===== src/design/tcw_pkg.sv =====
`default_nettype none

package tcw_pkg;

  localparam int CMD_W  = 2;
  localparam int CHAR_W = 8;
  localparam int IDX_W  = 11;
  localparam int CELL_W = 16;
  localparam int OCOL_W = 7;
  localparam int OROW_W = 5;

  localparam logic [CMD_W-1:0] CMD_PUT    = 2'd0;
  localparam logic [CMD_W-1:0] CMD_RAW_WR = 2'd1;
  localparam logic [CMD_W-1:0] CMD_READ   = 2'd2;

  localparam logic [CELL_W-1:0] BLANK_CELL   = 16'h0720;
  localparam logic [CELL_W-1:0] ATTR_MASK    = 16'hFF00;
  localparam logic [CHAR_W-1:0] SPACE_CODE   = 8'h20;
  localparam logic [CHAR_W-1:0] NEWLINE_CODE = 8'h0A;
  localparam logic [CHAR_W-1:0] PRINT_LO     = 8'h20;
  localparam logic [CHAR_W-1:0] PRINT_HI     = 8'h7E;

  typedef struct packed {
    logic accept;
    logic newline_step;
    logic advance;
    logic put_wr;
    logic clear_wr;
    logic move_step;
    logic blank_step;
    logic scan_to_move;
    logic scan_to_blank;
    logic out_load;
    logic out_rd_sel;
    logic out_scrolled;
  } tcw_ctl_t;

  typedef struct packed {
    logic in_put;
    logic in_newline;
    logic in_read;
    logic item_put;
    logic col_last;
    logic row_last;
    logic scan_last;
    logic out_free;
  } tcw_stat_t;

endpackage

`default_nettype wire


===== src/design/tcw_ctrl.sv =====
`default_nettype none

module tcw_ctrl (
  input  wire logic              clk,
  input  wire logic              rst_n,
  input  wire logic              in_tvalid,
  output logic                   in_tready,
  input  wire tcw_pkg::tcw_stat_t stat_i,
  output tcw_pkg::tcw_ctl_t      ctl_o
);

  import tcw_pkg::*;

  typedef enum logic [5:0] {
    S_CLEAR  = 6'b000001,
    S_IDLE   = 6'b000010,
    S_FINISH = 6'b000100,
    S_MOVE   = 6'b001000,
    S_BLANK  = 6'b010000,
    S_DRAIN  = 6'b100000
  } tcw_state_t;

  tcw_state_t state_r, state_nxt;

  always_ff @(posedge clk) begin
    if (!rst_n) begin
      state_r <= S_CLEAR;
    end else begin
      state_r <= state_nxt;
    end
  end

  assign in_tready = (state_r == S_IDLE) && stat_i.out_free;

  always_comb begin
    ctl_o     = '0;
    state_nxt = state_r;
    case (state_r)
      S_CLEAR: begin
        ctl_o.clear_wr = 1'b1;
        if (stat_i.scan_last) begin
          state_nxt = S_IDLE;
        end
      end
      S_IDLE: begin
        if (in_tvalid && stat_i.out_free) begin
          ctl_o.accept = 1'b1;
          if (stat_i.in_put && stat_i.in_newline) begin
            ctl_o.newline_step = 1'b1;
            if (stat_i.row_last) begin
              ctl_o.scan_to_move = 1'b1;
              state_nxt = S_MOVE;
            end else begin
              ctl_o.out_load = 1'b1;
            end
          end else if (stat_i.in_put || stat_i.in_read) begin
            state_nxt = S_FINISH;
          end else begin
            ctl_o.out_load = 1'b1;
          end
        end
      end
      S_FINISH: begin
        if (stat_i.item_put) begin
          ctl_o.put_wr  = 1'b1;
          ctl_o.advance = 1'b1;
          if (stat_i.col_last && stat_i.row_last) begin
            ctl_o.scan_to_move = 1'b1;
            state_nxt = S_MOVE;
          end else begin
            ctl_o.out_load = 1'b1;
            state_nxt = S_IDLE;
          end
        end else begin
          ctl_o.out_load   = 1'b1;
          ctl_o.out_rd_sel = 1'b1;
          state_nxt = S_IDLE;
        end
      end
      S_MOVE: begin
        ctl_o.move_step = 1'b1;
        if (stat_i.scan_last) begin
          ctl_o.scan_to_blank = 1'b1;
          state_nxt = S_BLANK;
        end
      end
      S_BLANK: begin
        ctl_o.blank_step = 1'b1;
        if (stat_i.scan_last) begin
          state_nxt = S_DRAIN;
        end
      end
      S_DRAIN: begin
        ctl_o.out_load     = 1'b1;
        ctl_o.out_scrolled = 1'b1;
        state_nxt = S_IDLE;
      end
      default: begin
        state_nxt = S_CLEAR;
      end
    endcase
  end

endmodule

`default_nettype wire


===== config.mk =====
export PLATFORM = sky130hd
export DESIGN_NAME = tcw_ctrl
export DESIGN_NICKNAME = d
export VERILOG_FILES = /design/src/design/tcw_pkg.sv /design/src/design/tcw_ctrl.sv
export SDC_FILE = /design/constraint.sdc
export NUM_CORES = 1
export LEC_CHECK = 0
export ABC_AREA = 1
export BUFFER_PORTS_ARGS = -buffer_cell sky130_fd_sc_hd__buf_2
export CAP_MARGIN = 20
export CORE_MARGIN = 2
export CORE_UTILIZATION = 39
export DETAILED_ROUTE_END_ITERATION = 8
export GPL_TIMING_DRIVEN = 0
export PLACE_DENSITY = 0.79
export SYNTH_ARGS = -nofsm -noshare
export SYNTH_HDL_FRONTEND = slang
export SYNTH_SLANG_ARGS = --single-unit

===== constraint.sdc =====
create_clock -name clk -period 1.1 [get_ports clk]
set_input_delay 0.055 -clock clk [delete_from_list [all_inputs] [get_ports clk]]
set_output_delay 0.055 -clock clk [all_outputs]
set_load 0.01 [all_outputs]

==> metrics.log <==
INFO  metric start_util = between 40% and 50%
INFO  metric yosysTopAreaCellShare = 23.6%
INFO  metric synth.top_cells.by_count = sky130_fd_sc_hd__nor2_1 (17), sky130_fd_sc_hd__inv_1 (14), sky130_fd_sc_hd__nand2_1 (12)
INFO  metric min_to = state_r[0]
INFO  metric die_h = 40.1 µm
INFO  metric synthesis.area_per_instance = 6.45 µm²
INFO  metric synth_top_cells_by_area = sky130_fd_sc_hd__dfxtp_1 (24%), sky130_fd_sc_hd__nor2_1 (13%), sky130_fd_sc_hd__inv_1 (10%)
INFO  metric synth_fp_nets = 90
INFO  metric worst_ep_arrival_time = between 1 and 1.5 ns
INFO  metric postLayoutCellArea = 883 µm²
INFO  metric area_grow_syn2layout = 73.5%
INFO  metric finish.net_count = 134
INFO  metric number_of_sinks_handled_by_clock_tree_synthesis = 6
INFO  metric synth.cell_area = 509 µm²
INFO  metric p_leak = about 0.00051 µW
INFO  metric initial_antenna_violation_count = 0
INFO  metric cp.required = around 1.0 ns
INFO  metric ys_seq_elements = 6
INFO  metric global_route_wire_length_before_repair = a little over 2000 µm
INFO  metric status = complete, but fails checks
INFO  metric cts.reportedPaths.clkPinSlew = approximately 0.040 ns
INFO  metric postRouteAntennaNets = 0
INFO  metric worst_r2r_startpoint = state_r[5]
INFO  metric finalHoldWorstSlack = 0.0930 ns
INFO  metric r2r_end = state_r[3]
INFO  metric diodes = 0
INFO  metric synth-edff-count = 0
INFO  metric grt_pass1_vias = roughly 530
INFO  metric reg.largest.list = state_r: 6 flops
INFO  metric post-place-ws = -0.195 ns
INFO  metric grt_util_all_layers = 18.8%
INFO  metric routed_wl = approximately 1400 µm
INFO  metric register_area = roughly 130 µm²
INFO  metric max_flop_register = state_r
INFO  metric startpoint_type = register
INFO  metric ys.flop_type = sky130_fd_sc_hd__dfxtp_1
INFO  metric clock_tree.htree_level_count = 1
INFO  metric timing.hold.worst_path_depth = 2
INFO  metric final.min_clock_period = ~1.4 ns
INFO  metric chipWidth = 40.1 µm
INFO  metric largest_register_ffs = 6
INFO  metric power_density = 1470 nW/µm²
INFO  metric cts_tree = done
INFO  metric yosys.cell_count.top_type = sky130_fd_sc_hd__nor2_1
INFO  metric globalRoute.totalOverflow = 0
INFO  metric post_drt_via_cell_ratio = 4.72
INFO  metric avgRoutedWirePerCell = a little over 10 µm
INFO  metric io_buffer_count = 23
INFO  metric holdBufCountCts = 0
INFO  metric crit_path_start = state_r[1]
INFO  metric detail_route.iter0.violations = 5
INFO  metric slew_viol_final = 0
INFO  metric die-area = between 1500 and 2000 µm²
INFO  metric crit_fanout = 5
INFO  metric netlist_instances = ~80
INFO  metric max-slew-margin-rel = between 80 and 90%
INFO  metric total_power = 1300 µW
INFO  metric report.final.setup_viol = 19
INFO  metric worstSetupEndpointType = primary output
INFO  metric timing.final.ws_setup = -0.342 ns
INFO  metric regToRegSetupSlack = -0.30 ns
INFO  metric timing_worst_setup_path_type = reg -> out
INFO  metric clock-root-buffer = sky130_fd_sc_hd__clkbuf_4
INFO  metric pin_count_of_the_biggest_net_entering_global_routing = 7
INFO  metric cts_buffer_depth = 2
INFO  metric vias = 642
INFO  metric drcViolationCount = 0
INFO  metric drtPass1Iterations = 4
INFO  metric detailed_place.area = 659 µm²
INFO  metric ys_seq_area_share = 23.6%
INFO  metric netlist.top_cell.by_area = sky130_fd_sc_hd__dfxtp_1
INFO  metric layout-drive-gt1-share = roughly three fifths
INFO  metric core.rowCount = 13
INFO  metric multi_input_comb_area = 373 µm²
INFO  metric cts-buffers-inserted = 3
INFO  metric worstHoldStart = rst_n
INFO  metric timing.reg2reg.worst_path_depth = 10
INFO  metric yosys_warnings = 0
INFO  metric synthArstFlopShare = 0%
INFO  metric layout.filler_cells = 115
INFO  metric place_hpwl = 956 µm
INFO  metric io-pin-count = 24
INFO  metric clk_latency = between 0.2 and 0.25 ns
INFO  metric tightest_slew = slightly above 0.2 ns
INFO  metric place.gp.congestion = 0.787
INFO  metric fp.coreArea = between 1000 and 1500 µm²
INFO  metric count_of_max_cap_constraint_violations = 0
INFO  metric hold_viol_final = 0
INFO  metric timing.final.crit_share = 131%
INFO  metric type_of_the_tightest_min_delay_check = in -> reg
INFO  metric max_freq = roughly 0.69 GHz
INFO  metric rsz0062_at_grt = true
INFO  metric failed_checks = setup timing
INFO  metric worst_skew = around 0.0051 ns
INFO  metric vdd_drop_max = roughly 650 µV
INFO  metric yosysUniqueCellTypes = 21
## critical path, cell delays in order, from the launching register on
cell and delay (ns):
sky130_fd_sc_hd__dfxtp_4 0.34, sky130_fd_sc_hd__nor2_4 0.16, sky130_fd_sc_hd__nand4_4 0.18, sky130_fd_sc_hd__nor2_4 0.16, sky130_fd_sc_hd__nand3_1 0.10, sky130_fd_sc_hd__o21ai_2 0.06
sky130_fd_sc_hd__buf_2 0.13
## power by group
group / switching (µW) / leakage [µW] / internal [µW]
Clock: 75.3 / 0.0000138 / 123
Combinational: 437 / 0.000447 / 340
Sequential: 51.8 / 0.0000513 / 275
## routing by layer
metal  share of wire, %  global-route usage (%)  wire length [µm]
met2                 53                    35.1               744
met3                4.7                       0                66
met1                 41                    20.5               568
met5                  0                       0                 0
met4                1.4                    12.9                19
## per-stage QoR
stage / cells / setup TNS [ns] / util, %
global route: 136 / -5.75 / 70.5
CTS: 130 / -3.49 / 63.9
finish: 136 / -4.51 / 70.5
floorplan: 79 / -0.00476 / -
global placement: 117 / -0.806 / 52.6
detailed placement: 117 / -1.05 / 52.6
## cell usage in the layout, fill, tap and decap left out, drive strengths merged
cell type	count
o211ai	1
dfxtp	6
nand4	3
nor2	21
clkbuf	3
clkinv	1
a21boi	1
o22ai	1
inv	17
nand2	14
nand3	10
buf	40
o31ai	1
o21ai	1
o21a	1
## cell families (layout without fill, tap and decap cells)
logic type,Yosys count,in the layout,share of synthesized area [%]
AOI/OAI and AO/OA,6,6,8.11
and+or+nand+nor,48,48,53.3
buffers and inverters,19,61,15.0
DFF,6,6,23.6
## cell type report
cell class	count	share of cell area, %
buffer	1	1.27
tap	15	2.12
multi-input combinational	54	42.2
inverter	18	7.79
sequential	6	14.7
clock buffer	3	2.55
timing repair buffer	39	29.3
## worst max-delay path by stage
stage / slack [ns] / end / cells after the start
global route: -0.42 / ctl_o[4] / 6
finish: -0.34 / ctl_o[4] / 6
global placement: -0.18 / ctl_o[2] / 6
CTS: -0.33 / ctl_o[4] / 6
detailed placement: -0.19 / ctl_o[2] / 6
floorplan: -0.005 / ctl_o[4] / 5
## repair_timing
item	4_1_cts	5_1_grt
gates resized for setup	14	9
setup buffers	10	6
pin swaps	8	7
gates cloned	0	0
endpoints found under the setup margin	18	19
No activity file was read; power rests on OpenSTA's default activity.
